### src/rtl/atp_pkg.sv
package atp_pkg;

  // Internal datapath width: 16-bit sample, x256 prescale, CORDIC gain and sign
  localparam int DW = 27;
  // Fraction bits of the internal angle accumulator (degrees * 65536)
  localparam int ACC_FRAC = 16;
  localparam int PRESCALE_SH = 8;
  localparam int TBL_LEN = 24;

  localparam logic signed [DW-1:0] ANG_HALF_TURN = 27'sd11796480;

  typedef struct packed {
    logic signed [15:0] accel_x;
    logic signed [15:0] accel_y;
    logic signed [15:0] accel_z;
  } in_word_t;

  typedef struct packed {
    logic signed [15:0] pitch_angle;
    logic signed [15:0] roll_angle;
  } out_word_t;

  typedef struct packed {
    logic signed [DW-1:0] a;
    logic signed [DW-1:0] b;
    logic signed [DW-1:0] ang;
    logic                 zero;
  } lane_t;

  typedef struct packed {
    lane_t pitch;
    lane_t roll;
  } lane_pair_t;

  // atan(2^-i) in degrees * 65536, rounded
  function automatic logic signed [DW-1:0] atan_tbl(input int idx);
    logic signed [DW-1:0] t;
    case (idx)
      0:  t = 27'sd2949120;
      1:  t = 27'sd1740967;
      2:  t = 27'sd919879;
      3:  t = 27'sd466945;
      4:  t = 27'sd234379;
      5:  t = 27'sd117304;
      6:  t = 27'sd58665;
      7:  t = 27'sd29335;
      8:  t = 27'sd14668;
      9:  t = 27'sd7334;
      10: t = 27'sd3667;
      11: t = 27'sd1833;
      12: t = 27'sd917;
      13: t = 27'sd458;
      14: t = 27'sd229;
      15: t = 27'sd115;
      16: t = 27'sd57;
      17: t = 27'sd29;
      18: t = 27'sd14;
      19: t = 27'sd7;
      20: t = 27'sd4;
      21: t = 27'sd2;
      22: t = 27'sd1;
      default: t = '0;
    endcase
    return t;
  endfunction

endpackage

### src/rtl/atp_post.sv
module atp_post #(
  parameter int ANGLE_FRAC_BITS = 7
) (
  input  logic                   clk,
  input  logic                   rst_n,
  input  logic                   in_valid,
  output logic                   in_ready,
  input  atp_pkg::lane_pair_t    in_data,
  output logic                   out_valid,
  input  logic                   out_ready,
  output atp_pkg::out_word_t     out_data
);

  localparam int RSH = atp_pkg::ACC_FRAC - ANGLE_FRAC_BITS;
  localparam logic signed [atp_pkg::DW-1:0] HALF_LSB = atp_pkg::DW'(1 << (RSH - 1));
  localparam logic signed [atp_pkg::DW-1:0] LIM = atp_pkg::DW'(180 << ANGLE_FRAC_BITS);

  logic               valid_r;
  atp_pkg::out_word_t data_r;
  atp_pkg::out_word_t data_nxt;

  // Round to output resolution, clamp to +-180 degrees
  function automatic logic signed [15:0] finish(input atp_pkg::lane_t l);
    logic signed [atp_pkg::DW-1:0] r;
    r = (l.ang + HALF_LSB) >>> RSH;
    if (r > LIM) begin
      r = LIM;
    end
    if (r < -LIM) begin
      r = -LIM;
    end
    if (l.zero) begin
      r = '0;
    end
    return r[15:0];
  endfunction

  always_comb begin
    data_nxt.pitch_angle = finish(in_data.pitch);
    data_nxt.roll_angle  = finish(in_data.roll);
  end

  assign in_ready  = !valid_r || out_ready;
  assign out_valid = valid_r;
  assign out_data  = data_r;

  always_ff @(posedge clk) begin
    if (!rst_n) begin
      valid_r <= 1'b0;
    end else if (in_ready) begin
      valid_r <= in_valid;
    end
  end

  always_ff @(posedge clk) begin
    if (in_valid && in_ready) begin
      data_r <= data_nxt;
    end
  end

endmodule

### config.mk
export PLATFORM = sky130hd
export DESIGN_NAME = atp_post
export DESIGN_NICKNAME = d
export VERILOG_FILES = /design/src/rtl/atp_pkg.sv /design/src/rtl/atp_post.sv
export SDC_FILE = /design/constraint.sdc
export NUM_CORES = 1
export LEC_CHECK = 0
export CAP_MARGIN = 30
export CORE_AREA = 2 2 78 80
export DETAILED_ROUTE_END_ITERATION = 10
export DIE_AREA = 0 0 80 82
export DONT_BUFFER_PORTS = 1
export GPL_TIMING_DRIVEN = 1
export SLEW_MARGIN = 10
export SYNTH_ARGS = -nofsm -noshare
export SYNTH_HDL_FRONTEND = slang
export SYNTH_SLANG_ARGS = --single-unit
### constraint.sdc
create_clock -name clk -period 6.3 [get_ports clk]
set_clock_uncertainty 0.15 [all_clocks]
set_input_delay 0 -clock clk [delete_from_list [all_inputs] [get_ports clk]]
set_output_delay 0 -clock clk [all_outputs]
set_load 0.01 [all_outputs]
==> results.toml <==
[grt]
grt_pass1_wl_um = 11600
grt_pass1_vias = 2371
antenna_found_initial = 0
gr-usage-all-layers_pct = 23.2
grt_max_degree = 33
grt-ovfl-total = 0

[timing]
setup_viol = 0
fin_crit_ns = 2.59
rsz0062_at_grt = "false"
hold_viol = 0
worstMarginPinSlew_ns = 0.666
drv_slew = 0
relSlewSlack_pct = 55.4
fmax_ghz = 0.386
fin_tns_setup_ns = 0
period_share_pct = 41.1

[final_layout]
diodes = 0
final_nets = 489
drive_above_1_share_pct = 7.19
final_core_util_pct = 53.7
n_fill_cell = 548
syn2layout_area_growth_pct = 14.9
fin_cells = 395

[die]
start_util_pct = 46.8
die-height_um = 82
die_w_um = 80
io_pins = 202
die_area_um2 = 6560
fp-row-count = 28
coreArea_um2 = 5750

[placed_design]
dp_hpwl_um = 5180
dp.cells = 358
gp_congestion = 0.856
io_buffer_count = 0

[power]
switchingPower_w = 0.000140
p_comb_share_pct = 18.4
p_int_w = 0.000381
ir_worst_vdd_mv = 0.0915
clockPowerShare_pct = 29.0
p_leak_nw = 1.01
power_w = 0.000521
power_density_nw_per_um2 = 169
seqPwrFrac_pct = 52.6
switching_share_pct = 26.9

[clock_network]
clk_pin_slew_ns = 0.07
cts_buffers = 5
clock_path_buffers = 2
insertion_delay_ns = 0.27
cts_tree = "built"
root_buffer = "clkbuf_8"
post_cts_buffers = 0
cts.sinks = 33
htreeDepth = 2

[detailed_routing]
route.detailed.wl_per_inst_um = 18.5
routed_wl_um = 7320
vias = 2417
firstDrtPassIters = 4
drtIter0Drc = 76
ant_nets = 0
via_per_inst = 6.12
remaining_drc_errors = 0

[logic_synthesis]
synthCells = 296
yosys.area.top_type_share_pct = 35.8
synth_nets = 466
ys_types = 63
seq_area_frac_synth_pct = 36.5
yosysMostFrequentCell = "edfxtp_1"
synthArstFlopShare_pct = 0
synth_seq_cells = 33
synth-edff-count = 32
synthFlopType = "edfxtp_1"
ys_top_cells_by_area = "edfxtp_1 36%, xnor2_1 7.2%, nor3_1 3.7%, nor4_1 3.5%, xor2_1 3.3%"
syn_avg_cell_area_um2 = 9.08
yosys-top-cells-count = "32 x edfxtp_1, 22 x xnor2_1, 20 x nor3_1, 19 x nor2_1, 18 x nand2_1"
ys_warn_count = 0
yosys.area.top_type = "edfxtp_1"
synthesis.area_um2 = 2690

[worst_setup_path]
worstSetupPathType = "in -> reg"
worstPathMaxFanout = 8
arrival_ns = 2.53
cp-start-kind = "input pin"
worstPathRequired_ns = 6.24
cp-end-kind = "flip-flop"

[job]
max_cap_violations = 0

[hold_path]
hp-class = "in -> reg"

[outcome]
status = "finished, final reports clean"
==> cell type report <==
type                       instances  area (um2)  share of cell area [%]
multi-input combinational        235        1580                    51.2
sequential                        33         981                    31.8
timing repair buffer              30         298                    9.65
tap                               75        93.8                    3.04
clock buffer                       8        80.1                    2.60
inverter                          14        52.6                    1.70
==> registers in the layout, summed over array words and instances (netlist names) <==
signal / flops
out_data: 32
out_valid: 1
==> final timing paths <==
path                            cells past startpoint                   start  slack [ns]                         end
worst max-delay path                                8             in_data[91]        3.71  out_data[16]$_SDFFCE_PP0P_
worst min-delay path                                3              in_data[9]       0.006   out_data[2]$_SDFFCE_PP0P_
worst max register to register                      3  out_valid$_SDFFE_PN0N_        4.78   out_data[4]$_SDFFCE_PP0P_
worst min register to register                      3  out_valid$_SDFFE_PN0N_        1.03   out_data[0]$_SDFFCE_PP0P_
==> worst max-delay path: stages <==
cell and delay (ns):
ha_1 0.29, nand3_2 0.21, or4_1 0.50, a221o_1 0.29
or4_4 0.44, a211oi_4 0.29, o21ai_1 0.17, a211oi_1 0.32
==> power groups by stage <==
stage	combinational (W)	sequential, W	clock (W)
after detailed placement	0.0000757	0.000278	0
after floorplan	0.0000691	0.000275	0
after global placement	0.0000759	0.000279	0
after CTS	0.0000956	0.000274	0.000157
final	0.0000959	0.000274	0.000151
after global routing	0.000106	0.000276	0.000165
==> repair_timing <==
| action | in CTS | in global routing |
|---|---|---|
| hold buffers | 29 | 0 |
| resized for setup | 0 | 0 |
| hold endpoints to repair | 33 | 0 |
==> placed cells by master, fill, tap and decap left out, types with 5 or more instances in the layout <==
cell and instances:
nor3_1 20, a31oi_1 5, nand2b_1 5, a211oi_1 7, clkbuf_8 5, nand4_1 8, edfxtp_1 32, a21oi_1 6
or2_2 5, nor2_1 19, nand3_1 13, o21ai_0 8, nand2_1 18, xnor2_1 22, nor4_1 15, and3_1 5
dlygate4sd3_1 29, xor2_1 10, inv_1 14
==> through the flow <==
step	area, um2	hold WS, ns	worst slack (ns)
floorplan	2690	-0.0112	3.70
global placement	2720	-0.00573	3.39
detailed placement	2720	0.000776	3.44
CTS	3090	0.000409	3.73
global route	3090	0.0374	3.54
finish	3090	0.00613	3.71
==> logic make-up (layout without fill, tap and decap cells) <==
kind of cell,count (synthesis),after routing,synth area share [%]
flip-flops,33,33,36.5
AO/OA/AOI/OAI,60,60,17.0
multiplexers,3,3,1.12
adder cells (fa/ha/maj),2,2,0.931
AND/OR/NAND/NOR,138,138,29.3
buffers and inverters,28,52,4.66
XOR/XNOR,32,32,10.4
==> layer usage <==
metal  vias up  GRT usage (%)  routed length [um]
met1      1129           26.1                2820
met4         0           8.64                 103
li1       1187              -                   -
met2        94           37.5                3490
met5         -              0                   0
met3         7           12.0                 905
Power figures use the tool's default switching activity.
