--- src/rtl/atp_pkg.sv ---
package atp_pkg;

  // Internal datapath width: 16-bit sample, x256 prescale, CORDIC gain and sign
  localparam int DW = 27;
  // Fraction bits of the internal angle accumulator (degrees * 65536)
  localparam int ACC_FRAC = 16;
  localparam int PRESCALE_SH = 8;
  localparam int TBL_LEN = 24;

  localparam logic signed [DW-1:0] ANG_HALF_TURN = 27'sd11796480;

  typedef struct packed {
    logic signed [15:0] accel_x;
    logic signed [15:0] accel_y;
    logic signed [15:0] accel_z;
  } in_word_t;

  typedef struct packed {
    logic signed [15:0] pitch_angle;
    logic signed [15:0] roll_angle;
  } out_word_t;

  typedef struct packed {
    logic signed [DW-1:0] a;
    logic signed [DW-1:0] b;
    logic signed [DW-1:0] ang;
    logic                 zero;
  } lane_t;

  typedef struct packed {
    lane_t pitch;
    lane_t roll;
  } lane_pair_t;

  // atan(2^-i) in degrees * 65536, rounded
  function automatic logic signed [DW-1:0] atan_tbl(input int idx);
    logic signed [DW-1:0] t;
    case (idx)
      0:  t = 27'sd2949120;
      1:  t = 27'sd1740967;
      2:  t = 27'sd919879;
      3:  t = 27'sd466945;
      4:  t = 27'sd234379;
      5:  t = 27'sd117304;
      6:  t = 27'sd58665;
      7:  t = 27'sd29335;
      8:  t = 27'sd14668;
      9:  t = 27'sd7334;
      10: t = 27'sd3667;
      11: t = 27'sd1833;
      12: t = 27'sd917;
      13: t = 27'sd458;
      14: t = 27'sd229;
      15: t = 27'sd115;
      16: t = 27'sd57;
      17: t = 27'sd29;
      18: t = 27'sd14;
      19: t = 27'sd7;
      20: t = 27'sd4;
      21: t = 27'sd2;
      22: t = 27'sd1;
      default: t = '0;
    endcase
    return t;
  endfunction

endpackage

--- src/rtl/atp_pre.sv ---
module atp_pre (
  input  logic                   clk,
  input  logic                   rst_n,
  input  logic                   in_valid,
  output logic                   in_ready,
  input  atp_pkg::in_word_t      in_data,
  output logic                   out_valid,
  input  logic                   out_ready,
  output atp_pkg::lane_pair_t    out_data
);

  logic                valid_r;
  atp_pkg::lane_pair_t data_r;
  atp_pkg::lane_pair_t data_nxt;

  // Fold the left half plane onto the right, seed the start angle, prescale
  function automatic atp_pkg::lane_t fold(input logic signed [15:0] b_in,
                                          input logic signed [15:0] a_in);
    atp_pkg::lane_t       l;
    logic signed [atp_pkg::DW-1:0] a_e;
    logic signed [atp_pkg::DW-1:0] b_e;
    a_e = atp_pkg::DW'(a_in);
    b_e = atp_pkg::DW'(b_in);
    l.zero = (a_in == '0) && (b_in == '0);
    if (a_in < 0) begin
      a_e   = -a_e;
      b_e   = -b_e;
      l.ang = (b_in >= 0) ? atp_pkg::ANG_HALF_TURN : -atp_pkg::ANG_HALF_TURN;
    end else begin
      l.ang = '0;
    end
    l.a = a_e <<< atp_pkg::PRESCALE_SH;
    l.b = b_e <<< atp_pkg::PRESCALE_SH;
    return l;
  endfunction

  always_comb begin
    data_nxt.pitch = fold(in_data.accel_z, in_data.accel_x);
    data_nxt.roll  = fold(in_data.accel_y, in_data.accel_z);
  end

  assign in_ready  = !valid_r || out_ready;
  assign out_valid = valid_r;
  assign out_data  = data_r;

  always_ff @(posedge clk) begin
    if (!rst_n) begin
      valid_r <= 1'b0;
    end else if (in_ready) begin
      valid_r <= in_valid;
    end
  end

  always_ff @(posedge clk) begin
    if (in_valid && in_ready) begin
      data_r <= data_nxt;
    end
  end

endmodule

--- config.mk ---
export PLATFORM = sky130hd
export DESIGN_NAME = atp_pre
export DESIGN_NICKNAME = d
export VERILOG_FILES = /design/src/rtl/atp_pkg.sv /design/src/rtl/atp_pre.sv
export SDC_FILE = /design/constraint.sdc
export NUM_CORES = 1
export LEC_CHECK = 0
export BUFFER_PORTS_ARGS = -buffer_cell sky130_fd_sc_hd__buf_2
export CAP_MARGIN = 0
export CORE_MARGIN = 2
export CORE_UTILIZATION = 40
export DETAILED_ROUTE_END_ITERATION = 7
export HOLD_SLACK_MARGIN = 0.15
export PLACE_DENSITY = 0.69
export SETUP_SLACK_MARGIN = 0.4
export SYNTH_ARGS = -nofsm -noshare
export SYNTH_HDL_FRONTEND = slang
export SYNTH_SLANG_ARGS = --single-unit
--- constraint.sdc ---
create_clock -name clk -period 5.2 [get_ports clk]
set_input_delay 0.52 -clock clk [delete_from_list [all_inputs] [get_ports clk]]
set_output_delay 0.52 -clock clk [all_outputs]
set_load 0.1 [all_outputs]
==> results by group <==
Status
  • Status: finished clean

Routing
  • Drt drc: 0
  • Total detailed-routing wirelength: 9240 um
  • Routed vias: 3106
  • Number of DRC markers in iteration 0: 121
  • Initial DRT Pass Iterations: 4
  • Remaining antenna violation count after routing: 0
  • Per-cell routed wire length: 13.9 um
  • Via/cell ratio: 4.68

Power
  • Power spent charging and discharging nets: 0.00100 W
  • Cell Int Power: 0.00132 W
  • Power density relative to cell area: 432 nW/um^2
  • Leak: 2.26 nW
  • Largest vdd supply drop: 0.000238 V
  • Comb pwr share: 35.3%
  • Sequential fraction of design power: 35.5%
  • Clock share of power: 29.3%
  • Switching power as a share of total power: 43.1%

STA
  • Fin crit period: 2.27 ns
  • Setup tns final: 0 ns
  • Final critical-path share of the clock period: 43.7%
  • Final count of negative-setup-slack endpoints: 0
  • Maximum clock frequency: 0.440 GHz
  • Relative slew margins: 26.7%
  • Number of slew-limit violations in the final report: 0
  • RSZ-0062 raised after global routing: false
  • Slew at the pin closest to its max-slew limit: 1.10 ns
  • Worst hold slack after final layout: 0.388 ns
  • Final worst clock skew: 0.00878 ns
  • Final hold viol count: 0

Die
  • Area enclosed by the die boundary: 12200 um^2
  • Height of the chip: 110 um
  • Site row count: 38
  • Core box area: 10900 um^2
  • Initial standard-cell utilization of the core: 41.5%
  • Die boundary width: 110 um
  • I/O pin total: 218

Final layout
  • Final design utilization: 49.3%
  • Layout net count: 576
  • Final instance area: 5390 um^2
  • Final standard cell count with taps included and fillers excluded: 664
  • Number of diodes added for antenna fixing: 0
  • Share of cells above drive strength 1: 33.8%
  • Area Growth Syn to Fin: 18.8%

Critical path
  • Crit path arrival time: 2.36 ns
  • Critical-path cell list: buf_2 -> nor4_1 -> nand2_1 -> or4_4 -> ha_1 -> nand2_1 -> nand2_1
  • Data required time at the worst endpoint: 5.29 ns
  • Critical path's most frequent cell: sky130_fd_sc_hd__nand2_1
  • Critical path class: in -> reg
  • Crit path max fanout: 4
  • Nature of the critical path endpoint: flop
  • CP top delay family: simple AND/OR/NAND/NOR gates
  • Worst stage delay on the critical path: 0.54 ns
  • Total stage count of the critical path: 7
  • Worst setup SP type: primary input
  • Worst Reg2Reg Path Length in Cells: 2
  • Slowest cell on the critical path: sky130_fd_sc_hd__nor4_1
  • Critical path buffer and inverter count: 1

Global route
  • Number of global-route vias before repair: 2864
  • Tot GR Track Use: 14.9%
  • Number of antenna violations at the first check in global routing: 0
  • First-pass GRT wire length: 14400 um
  • Overflow left after global routing: 0
  • Maximum number of pins on one net before global-route repair: 84

Synth
  • Share of synthesized area occupied by flip-flops and latches: 55.4%
  • Instance count of the mapped netlist: 380
  • Flops & latches, synth: 84
  • Netlist area before placement: 4530 um^2
  • Post-synthesis area per instance: 11.9 um^2
  • Count of warnings emitted by yosys: 0
  • Yosys cell types: 36

Job
  • Max-Cap Viols: 0

Placed design
  • Area after detailed placement: 5070 um^2
  • Cell Count Post-Placement: 648
  • Routability congestion estimate: 0.788
  • Placed wire-length estimate: 6750 um
  • Number of buffers added on ports: 149

Clock tree
  • Post-CTS clock slew at the launch and capture registers of the worst setup and hold paths: 0.06 ns
  • Clk sinks: 84
  • Number of hold buffers added after cts: 0
  • Buffer levels on the longest clock path: 2
  • Number of buffers inserted during clock tree synthesis: 9
  • Clock root buffer master: sky130_fd_sc_hd__clkbuf_16
  • TritonCTS clock tree: yes
  • H-tree level count: 3
  • Post-CTS setup buffer count: 0
  • Insertion delay of the later-clocked pin in the worst-skew pair: 0.33 ns
  • CTS resizes: 0

Worst hold path
  • Number of cells on the worst hold path: 1
  • Type of the most critical hold path: in -> reg
-- worst reg2reg max path, cell delays in order (launching register included) --
cell and delay [ns]:
sky130_fd_sc_hd__dfxtp_1 0.31, sky130_fd_sc_hd__nand2b_1 0.10, sky130_fd_sc_hd__and2_4 0.84
-- Yosys cell counts --
master	n	area share, %
sky130_fd_sc_hd__clkbuf_2	1	0.11
sky130_fd_sc_hd__nand3_1	5	0.55
sky130_fd_sc_hd__or2_2	1	0.14
sky130_fd_sc_hd__clkbuf_1	8	0.66
sky130_fd_sc_hd__nand2b_1	12	1.7
sky130_fd_sc_hd__edfxtp_1	83	55
sky130_fd_sc_hd__conb_1	1	0.083
sky130_fd_sc_hd__o21ai_0	18	2.0
sky130_fd_sc_hd__o31ai_1	11	1.8
sky130_fd_sc_hd__or3_1	1	0.14
sky130_fd_sc_hd__o41ai_1	1	0.19
sky130_fd_sc_hd__nor4_1	4	0.55
sky130_fd_sc_hd__nor4_2	1	0.28
sky130_fd_sc_hd__nor3_1	4	0.44
sky130_fd_sc_hd__nor2b_1	2	0.28
sky130_fd_sc_hd__or4_4	3	0.74
sky130_fd_sc_hd__nor4_4	3	1.4
sky130_fd_sc_hd__nand3_2	1	0.22
sky130_fd_sc_hd__a21boi_0	2	0.33
sky130_fd_sc_hd__inv_1	8	0.66
sky130_fd_sc_hd__or3b_1	1	0.19
sky130_fd_sc_hd__and2_1	4	0.55
sky130_fd_sc_hd__o41ai_2	1	0.36
sky130_fd_sc_hd__nand4_1	3	0.41
sky130_fd_sc_hd__nand2_1	42	3.5
sky130_fd_sc_hd__buf_4	82	14
sky130_fd_sc_hd__or4_1	1	0.17
sky130_fd_sc_hd__nand3b_1	2	0.33
sky130_fd_sc_hd__buf_1	2	0.17
sky130_fd_sc_hd__o21ai_1	1	0.11
sky130_fd_sc_hd__or3_4	1	0.25
sky130_fd_sc_hd__ha_1	5	1.4
sky130_fd_sc_hd__nor2_1	9	0.74
sky130_fd_sc_hd__o21ai_2	1	0.19
sky130_fd_sc_hd__xnor2_1	54	10
sky130_fd_sc_hd__dfxtp_1	1	0.44
-- per-layer routing --
layer,routed length [um],track usage (%),vias up
met4,253,7.58,0
li1,-,-,1444
met3,892,4.06,17
met5,0,0,-
met1,3820,18.7,1455
met2,4270,23.7,190
-- sequential cells by signal, summed over array words and instances, names as in the netlist --
signal and cells:
out_data 83, out_valid 1
-- stage by stage --
stage	power, W	worst slack [ns]
finish	0.00233	2.93
global route	0.00240	2.73
CTS	0.00234	2.96
detailed placement	0.00166	2.61
global placement	0.00166	2.63
floorplan	0.00161	1.14
-- kinds of logic after synthesis --
| family | count (synthesis) | synth area share (%) |
|---|---|---|
| buf+inv | 101 | 15.2 |
| simple gates | 100 | 12.5 |
| flops | 84 | 55.4 |
| xor+xnor | 54 | 10.4 |
| compound gates | 35 | 4.99 |
| fa+ha+maj | 5 | 1.38 |
| other cells | 1 | 0.0827 |
-- power by group through the flow --
stage	clock, W	sequential [W]	combinational, W
2_1_floorplan	0	0.00120	0.000403
3_3_place_gp	0	0.000840	0.000818
3_5_place_dp	0	0.000841	0.000823
4_1_cts	0.000691	0.000827	0.000823
5_1_grt	0.000721	0.000831	0.000846
6_report	0.000682	0.000826	0.000822
-- final cells by class --
cell class                 count  area [um^2]
fill                        1001         5550
sequential                    84         2510
multi-input combinational    267         1610
timing repair buffer         149          746
clock buffer                   9          225
tap                          140          175
clock inverter                 7         91.3
inverter                       8         30.0
-- path summary, 6_finish.rpt --
path / from / end / slack (ns)
worst min-delay path: in_data[16] / out_data[36]$_DFFE_PP_ / 0.39
worst max register to register: out_valid$_SDFFE_PN0N_ / out_data[76]$_DFFE_PP_ / 3.47
worst max-delay path: in_data[21] / out_data[52]$_DFFE_PP_ / 2.93
worst min register to register: out_valid$_SDFFE_PN0N_ / out_valid$_SDFFE_PN0N_ / 0.53
-- layout by cell type, fill, tap and decap left out, types with 8 or more instances in the layout --
| cell | instances |
|---|---|
| sky130_fd_sc_hd__buf_2 | 149 |
| sky130_fd_sc_hd__edfxtp_1 | 83 |
| sky130_fd_sc_hd__conb_1 | 73 |
| sky130_fd_sc_hd__xnor2_1 | 54 |
| sky130_fd_sc_hd__nand2_1 | 42 |
| sky130_fd_sc_hd__o21ai_0 | 18 |
| sky130_fd_sc_hd__nand2b_1 | 12 |
| sky130_fd_sc_hd__o31ai_1 | 11 |
| sky130_fd_sc_hd__nor2_1 | 9 |
| sky130_fd_sc_hd__clkbuf_16 | 9 |
| sky130_fd_sc_hd__inv_1 | 8 |
(Power assumes the default switching activity.)
