**src/rtl/atp_pkg.sv**
```systemverilog
package atp_pkg;

  // Internal datapath width: 16-bit sample, x256 prescale, CORDIC gain and sign
  localparam int DW = 27;
  // Fraction bits of the internal angle accumulator (degrees * 65536)
  localparam int ACC_FRAC = 16;
  localparam int PRESCALE_SH = 8;
  localparam int TBL_LEN = 24;

  localparam logic signed [DW-1:0] ANG_HALF_TURN = 27'sd11796480;

  typedef struct packed {
    logic signed [15:0] accel_x;
    logic signed [15:0] accel_y;
    logic signed [15:0] accel_z;
  } in_word_t;

  typedef struct packed {
    logic signed [15:0] pitch_angle;
    logic signed [15:0] roll_angle;
  } out_word_t;

  typedef struct packed {
    logic signed [DW-1:0] a;
    logic signed [DW-1:0] b;
    logic signed [DW-1:0] ang;
    logic                 zero;
  } lane_t;

  typedef struct packed {
    lane_t pitch;
    lane_t roll;
  } lane_pair_t;

  // atan(2^-i) in degrees * 65536, rounded
  function automatic logic signed [DW-1:0] atan_tbl(input int idx);
    logic signed [DW-1:0] t;
    case (idx)
      0:  t = 27'sd2949120;
      1:  t = 27'sd1740967;
      2:  t = 27'sd919879;
      3:  t = 27'sd466945;
      4:  t = 27'sd234379;
      5:  t = 27'sd117304;
      6:  t = 27'sd58665;
      7:  t = 27'sd29335;
      8:  t = 27'sd14668;
      9:  t = 27'sd7334;
      10: t = 27'sd3667;
      11: t = 27'sd1833;
      12: t = 27'sd917;
      13: t = 27'sd458;
      14: t = 27'sd229;
      15: t = 27'sd115;
      16: t = 27'sd57;
      17: t = 27'sd29;
      18: t = 27'sd14;
      19: t = 27'sd7;
      20: t = 27'sd4;
      21: t = 27'sd2;
      22: t = 27'sd1;
      default: t = '0;
    endcase
    return t;
  endfunction

endpackage

```
**src/rtl/atp_stage.sv**
```systemverilog
module atp_stage #(
  parameter int SHIFT = 0
) (
  input  logic                   clk,
  input  logic                   rst_n,
  input  logic                   in_valid,
  output logic                   in_ready,
  input  atp_pkg::lane_pair_t    in_data,
  output logic                   out_valid,
  input  logic                   out_ready,
  output atp_pkg::lane_pair_t    out_data
);

  localparam logic signed [atp_pkg::DW-1:0] TBL = atp_pkg::atan_tbl(SHIFT);

  logic                valid_r;
  atp_pkg::lane_pair_t data_r;
  atp_pkg::lane_pair_t data_nxt;

  // One vectoring micro-rotation towards the positive x axis
  function automatic atp_pkg::lane_t rotate(input atp_pkg::lane_t l);
    atp_pkg::lane_t o;
    logic signed [atp_pkg::DW-1:0] da;
    logic signed [atp_pkg::DW-1:0] db;
    da = l.b >>> SHIFT;
    db = l.a >>> SHIFT;
    o.zero = l.zero;
    if (l.b > 0) begin
      o.a   = l.a + da;
      o.b   = l.b - db;
      o.ang = l.ang + TBL;
    end else begin
      o.a   = l.a - da;
      o.b   = l.b + db;
      o.ang = l.ang - TBL;
    end
    return o;
  endfunction

  always_comb begin
    data_nxt.pitch = rotate(in_data.pitch);
    data_nxt.roll  = rotate(in_data.roll);
  end

  assign in_ready  = !valid_r || out_ready;
  assign out_valid = valid_r;
  assign out_data  = data_r;

  always_ff @(posedge clk) begin
    if (!rst_n) begin
      valid_r <= 1'b0;
    end else if (in_ready) begin
      valid_r <= in_valid;
    end
  end

  always_ff @(posedge clk) begin
    if (in_valid && in_ready) begin
      data_r <= data_nxt;
    end
  end

endmodule

```
**config.mk**
```make
export PLATFORM = sky130hd
export DESIGN_NAME = atp_stage
export DESIGN_NICKNAME = d
export VERILOG_FILES = /design/src/rtl/atp_pkg.sv /design/src/rtl/atp_stage.sv
export SDC_FILE = /design/constraint.sdc
export NUM_CORES = 1
export LEC_CHECK = 0
export BUFFER_PORTS_ARGS = -buffer_cell sky130_fd_sc_hd__buf_2
export CAP_MARGIN = 20
export CORE_AREA = 8 8 179 181
export CTS_CLUSTER_DIAMETER = 200
export CTS_CLUSTER_SIZE = 25
export DETAILED_ROUTE_END_ITERATION = 10
export DIE_AREA = 0 0 187 189
export PLACE_DENSITY = 0.77
export REMOVE_ABC_BUFFERS = 1
export SLEW_MARGIN = 40
export SYNTH_ARGS = -nofsm -noshare
export SYNTH_HDL_FRONTEND = slang
export SYNTH_SLANG_ARGS = --single-unit
```
**constraint.sdc**
```tcl
create_clock -name clk -period 5.3 [get_ports clk]
set_clock_uncertainty 0.1 [all_clocks]
set_input_delay 0.53 -clock clk [delete_from_list [all_inputs] [get_ports clk]]
set_output_delay 0.53 -clock clk [all_outputs]
set_load 0.01 [all_outputs]
```
==> results of run 1 <==
registers in the layout, summed over array words and instances (netlist names):
name / cells
out_valid: 1
out_data: 162
worst max-delay path: stages:
cell and delay (ps):
buf_2 120, nor4_1 790, nand4_1 170, nor2_1 130, or2_2 430, inv_1 170, buf_4 330, ha_1 280
a21o_1 160, a21oi_1 170, o21ai_0 180, a21o_1 220, a21oi_1 170, xnor2_1 100
power breakdown:
group / switching, mW / total [mW] / internal, mW
Clock: 0.614 / 1.25 / 0.631
Sequential: 0.0371 / 1.67 / 1.64
Combinational: 0.936 / 1.53 / 0.592
stage by stage:
| stage | cell area (sq um) | util | hold slack [ps] | std cells | setup WS [ps] |
|---|---|---|---|---|---|
| floorplan | 14040 | - | 509.6 | 1519 | 209.0 |
| global placement | 16250 | 0.5557 | 419.3 | 2247 | 1233 |
| detailed placement | 16250 | 0.5557 | 447.7 | 2247 | 1051 |
| CTS | 16840 | 0.5758 | 143.4 | 2279 | 1515 |
| global route | 16870 | 0.5769 | 143.9 | 2281 | 1291 |
| finish | 16870 | 0.5769 | 167.8 | 2281 | 1418 |
worst max path at each step:
stage,startpoint,to,slack [ps],depth (start not counted)
after floorplan,out_ready,out_data[0],210,2
after global placement,in_data[53],out_data[27],1230,14
after detailed placement,in_data[53],out_data[27],1050,14
after CTS,in_data[53],out_data[27],1510,14
after global routing,in_data[53],out_data[27],1290,14
final,in_data[53],out_data[27],1420,14
layout make-up:
type                    instances  area [sq um]  share of cell area
multi-input cells            1191          8542              0.5063
flip-flops and latches        163          4885              0.2896
repair buffers                339          1744              0.1034
inverters                     165         619.3             0.03671
well taps                     390         488.0             0.02893
clock buffers                  17         425.4             0.02522
clock inverters                15         163.9            0.009716
diodes                          1         2.502           0.0001483
cells in the final DEF (no fill, tap or decap), types with 5 or more instances in the layout:
master / netlist / routed
a2111oi_0: 7 / 7
a211oi_1: 17 / 17
a21o_1: 31 / 31
a21oi_1: 181 / 181
a31oi_1: 9 / 9
and2_1: 7 / 6
buf_2: 2 / 333
clkbuf_16: 0 / 17
clkinv_1: 4 / 5
edfxtp_1: 162 / 162
fa_1: 8 / 8
ha_1: 174 / 174
inv_1: 160 / 160
mux2i_1: 16 / 16
nand2_1: 65 / 65
nand2b_1: 19 / 19
nand3_1: 20 / 20
nand3b_1: 6 / 6
nand4_1: 13 / 13
nor2_1: 134 / 134
nor2b_1: 26 / 26
nor3_1: 25 / 25
nor4_1: 22 / 22
o211ai_1: 18 / 18
o21a_1: 12 / 12
o21ai_0: 93 / 93
o21bai_1: 32 / 32
o22ai_1: 11 / 11
o31ai_1: 20 / 20
or2_2: 14 / 14
or3_1: 12 / 12
xnor2_1: 106 / 106
xor2_1: 16 / 16
per-layer routing:
metal | vias to the layer above | global-route usage | part of all wire | wire length, um
met4 | 2 | 0.07544 | 0.025 | 1110
met3 | 77 | 0.05114 | 0.071 | 3182
met1 | 6234 | 0.3044 | 0.41 | 18600
met5 | - | 0 | 0.00018 | 8
met2 | 573 | 0.4236 | 0.49 | 21990
li1 | 6246 | - | - | -
cell families (layout without fill, tap and decap cells):
family          count (synthesis)  count (layout)  synth area share
compound gates                490             490            0.2165
xor+xnor                      122             122           0.07464
fa+ha+maj                     182             182            0.1633
buf+inv                       235             536           0.06231
flops                         163             163            0.3412
mux                            16              16           0.01119
other cells                     0               1                 0
simple gates                  381             381            0.1309
==> run_results.csv, run 1 <==
group,metric,value,unit
status,outcome,"finished, final reports clean",
setup_path,crit_fanout,40,
clocking,clockBufferDepth,2,
clocking,htree_levels,4,
worst_hold_path,min_from,"in_data[4]",
setup_path,crit_required,5380,ps
setup_path,r2r_start,"out_valid",
synthesis,netlist_instances,1589,
timing,tns,0,ps
pwr,p_total,4.447,mW
flow_run,drv_cap,0,
synthesis,ys_top_cells_by_count,"a21oi_1 (181), ha_1 (174), edfxtp_1 (162)",
synthesis,synth.top_cell.area_share,0.3398,
timing,rsz0062_at_grt,"no",
route,drt_wl_total,44.89,mm
clocking,clk_latency,430,ps
synthesis,synth.avg_cell_area,9.010,sq um
route,wl_per_cell,19.68,um
clocking,root_buffer,"clkbuf_16",
pwr,powerDensity,263.6,nW/um^2
timing,maxSlewHeadroom,0.3891,
route,via_per_inst,5.757,
global_routing,grt_pass1_wl,70.04,mm
global_routing,antenna_found_initial,2,
setup_path,criticalPathCategory,"input pin to register",
setup_path,r2r_end,"out_data[79]",
worst_hold_path,worstHoldEndpoint,"out_data[4]",
timing,finalMaxSlewViolations,0,
pwr,p_leak,7.517,nW
floorplanning,dieArea,35340,sq um
route,drc,0,
timing,hold_viol_final,0,
synthesis,yosysMostFrequentCell,"a21oi_1",
clocking,cts_setup_buffers,0,
floorplanning,core_area,29240,sq um
synthesis,ys_warn_count,0,
synthesis,synth_ff_type,"edfxtp_1",
setup_path,critPathLaunchType,"input pin",
global_routing,grt_use_total,0.2453,
placed_design,io_buffer_count,333,
pwr,vdd_ir_drop_max,0.2032,mV
setup_path,r2r_slack,3450,ps
synthesis,async_flop_share,0,
route,ant_nets,0,
synthesis,synth-seq-cells,163,
clocking,cts_hold_buf,0,
route,dr.pass1.iters,5,
synthesis,synth_edf_count,162,
timing,finalSetupViolCount,0,
synthesis,synth_top_area_cell,"edfxtp_1",
timing,tightest_slew,908.0,ps
timing,min_period,3882,ps
synthesis,syn_area,14320,sq um
clocking,numCtsBuffers,17,
floorplanning,die_h,189,um
worst_hold_path,hold_path_class,"input pin to register",
global_routing,grt_max_degree,163,
setup_path,arrival,3960,ps
synthesis,ys_types,76,
finish,drive_gt1_frac,0.2101,
clocking,cts_tree,"done",
clocking,cts_sinks,163,
floorplanning,fp.dieW,187,um
floorplanning,start_util,0.4895,
finish,nFillCells,2649,
placed_design,gp_congestion,0.9376,
route,drtIter0Drc,1072,
finish,layout-area-overhead-vs-synth,17.84,%
finish,layout.nets,2227,
global_routing,grt-ovfl-total,0,
setup_path,cp-end-kind,"register",
timing,fmax,257.6,MHz
floorplanning,ios,334,
synthesis,synth_seq_area_share,0.3412,
worst_hold_path,hold_depth,1,
global_routing,grt_pass1_vias,12990,
timing,period_share,0.7325,
floorplanning,core.rowCount,63,
synthesis,synthTopCellsByArea,"edfxtp_1 (34%), ha_1 (15%), xnor2_1 (6.5%)",
route,vias,13130,
setup_path,reg2reg_depth,4,
clocking,clk_pin_slew,80,ps
clocking,post_cts_resized,0,
placed_design,post-dp-hpwl,35.61,mm
No activity file was read; power rests on OpenSTA's default activity.
==> inputs of run 2 (changes only) <==
==> constraint.sdc (replaced) <==
create_clock -name clk -period 3.3 [get_ports clk]
set_clock_uncertainty 0.1 [all_clocks]
set_input_delay 0.33 -clock clk [delete_from_list [all_inputs] [get_ports clk]]
set_output_delay 0.33 -clock clk [all_outputs]
set_load 0.01 [all_outputs]
==> run 2 against run 1 <==
Effect of this change: first-iteration DRC count is 19% higher; global-route usage rose by 2.0 points; power grew 72%.
==> run_results.csv, run 2 (synthesis gave the netlist of run 1 again) <==
group,metric,value,unit
status,outcome,"finished, final reports clean",
route,ant_nets,0,
flow_run,drv_cap,0,
setup_path,path_delay_family,"simple AND/OR/NAND/NOR gates",
finish,final_common_cell,"buf_2",
route,drc,0,
setup_path,max_stage_delay,340,ps
clocking,htree_levels,4,
pwr,seqPwrFrac,0.352,
global_routing,grt_use_total,0.2656,
setup_path,r2r_start,"out_valid",
pwr,pwr-share-comb,0.379,
global_routing,grt_pass1_wl,76.29,mm
setup_path,r2r_slack,1520,ps
setup_path,path_common_cell,"nor2_1",
floorplanning,dieArea,35340,sq um
pwr,p_sw,2.719,mW
floorplanning,fp.dieW,187,um
finish,drive_gt1_frac,0.2978,
setup_path,cp-end-kind,"register",
setup_path,critPathLaunchType,"input pin",
setup_path,r2r_end,"out_data[114]",
timing,fin_ws,194.7,ps
clocking,cts_tree,"done",
worst_hold_path,hold_depth,2,
pwr,intPower,4.937,mW
global_routing,grt-ovfl-total,0,
route,via_per_inst,5.604,
setup_path,reg2reg_depth,3,
placed_design,gp_congestion,0.9837,
route,vias,14350,
clocking,cts_setup_buffers,0,
placed_design,io_buffer_count,333,
clocking,cts_sinks,163,
timing,min_period,3105,ps
timing,hold_viol_final,0,
floorplanning,ios,334,
pwr,p_total,7.656,mW
timing,tightest_slew,649.2,ps
timing,maxSlewHeadroom,0.5560,
global_routing,antenna_found_initial,3,
placed_design,dp.cells,2493,
global_routing,grt_max_degree,64,
pwr,clkPwrFrac,0.269,
pwr,p_sw_frac,0.3551,
route,drtIter0Drc,1280,
finish,largest_reg_flops,162,
timing,period_share,0.9410,
pwr,vdd_ir_drop_max,0.3224,mV
setup_path,crit_required,3410,ps
setup_path,arrival,3220,ps
clocking,numCtsBuffers,17,
setup_path,cp_cell_sequence,"buf_2, buf_4, nor4_2, nand4_1, nor2_1, or2_4, inv_2, ha_1, a21oi_1, nor2_1, nor2_1, o21bai_1, a21oi_2, o21ai_0, a21o_1, a21oi_1, xnor2_1",
worst_hold_path,worstHoldEndpoint,"out_valid",
placed_design,pre_cts_slack,-516.0,ps
route,wl_per_cell,19.03,um
worst_hold_path,min_from,"rst_n",
timing,finalSetupViolCount,0,
finish,final_cell_count_no_fill,2561,
clocking,root_buffer,"clkbuf_16",
floorplanning,core.rowCount,63,
setup_path,crit_fanout,4,
placed_design,post-dp-hpwl,38.78,mm
timing,fmax,322.0,MHz
route,drt_wl_total,48.73,mm
floorplanning,start_util,0.4895,
finish,layout-area-overhead-vs-synth,33.34,%
route,dr.pass1.iters,6,
clocking,clk_latency,440,ps
worst_hold_path,hold_path_class,"input pin to register",
global_routing,grt_pass1_vias,14550,
timing,finalMaxSlewViolations,0,
pwr,powerDensity,401.1,nW/um^2
finish,layout.nets,2506,
floorplanning,die_h,189,um
finish,mostFrequentLayoutCells,"buf_2 (333), buf_4 (248), a21oi_1 (179), ha_1 (174), edfxtp_1 (162)",
setup_path,cp_slowest_cell,"nor4_2",
timing,rsz0062_at_grt,"no",
setup_path,path_buf_inv,3,
setup_path,criticalPathCategory,"input pin to register",
pwr,p_leak,8.867,nW
timing,tns,0,ps
clocking,clk_pin_slew,90,ps
clocking,clockBufferDepth,2,
floorplanning,core_area,29240,sq um
run 2: changes by cell type in the layout (fill, tap and decap cells not counted), sizes merged:
| cell | before | now |
|---|---|---|
| diode | 1 | 2 |
| buf | 339 | 584 |
| inv | 167 | 169 |
| clkinvlp | 2 | 0 |
| dlygate4sd3 | 0 | 34 |
run 2: metal layers:
metal | share of wire | vias to the layer above | track usage | wire, um
met1 | 0.41 | 6745 | 0.3226 | 20010
met5 | 0.00027 | - | 0 | 13
met4 | 0.027 | 2 | 0.08644 | 1337
met2 | 0.49 | 687 | 0.4690 | 23920
met3 | 0.071 | 103 | 0.05004 | 3443
li1 | - | 6814 | - | -
run 2: worst max path at each step:
stage | depth (start not counted) | end | slack [ps] | startpoint
2_1_floorplan | 2 | out_data[0] | -1590 | out_ready
3_3_place_gp | 17 | out_data[109] | -320 | in_data[110]
3_5_place_dp | 17 | out_data[109] | -520 | in_data[110]
4_1_cts | 17 | out_data[109] | 60 | in_data[110]
5_1_grt | 14 | out_data[163] | 40 | in_data[118]
6_report | 17 | out_data[109] | 190 | in_data[110]
run 2: power groups by stage:
| stage | Clock (mW) | Sequential, mW | Combinational [mW] |
|---|---|---|---|
| floorplan | 0 | 2.89 | 1.42 |
| global placement | 0 | 2.73 | 2.77 |
| detailed placement | 0 | 2.74 | 2.81 |
| CTS | 2.09 | 2.70 | 2.86 |
| global route | 2.16 | 2.72 | 3.14 |
| finish | 2.06 | 2.69 | 2.90 |
run 2: per-stage QoR:
step	util	area [sq um]	hold WS (ps)
floorplan	-	14040	328.9
global placement	0.6197	18120	406.5
detailed placement	0.6197	18120	408.1
CTS	0.6522	19070	25.72
global route	0.6528	19090	20.71
finish	0.6528	19090	31.03
run 2: area by class of cell:
type,instances,area [sq um]
clock buffers,17,425.4
well taps,390,488.0
clock inverters,15,180.2
fillers,2414,10150
diodes,2,5.005
repair buffers,618,3929
multi-input cells,1191,8558
inverters,165,619.3
flip-flops and latches,163,4885
run 2: timing repair:
action / CTS / global route
endpoints found under the setup margin: 1 / 2
hold buffers: 34 / 0
pin swaps: 0 / 1
resized for setup: 1 / 3
hold endpoints to repair: 34 / 0
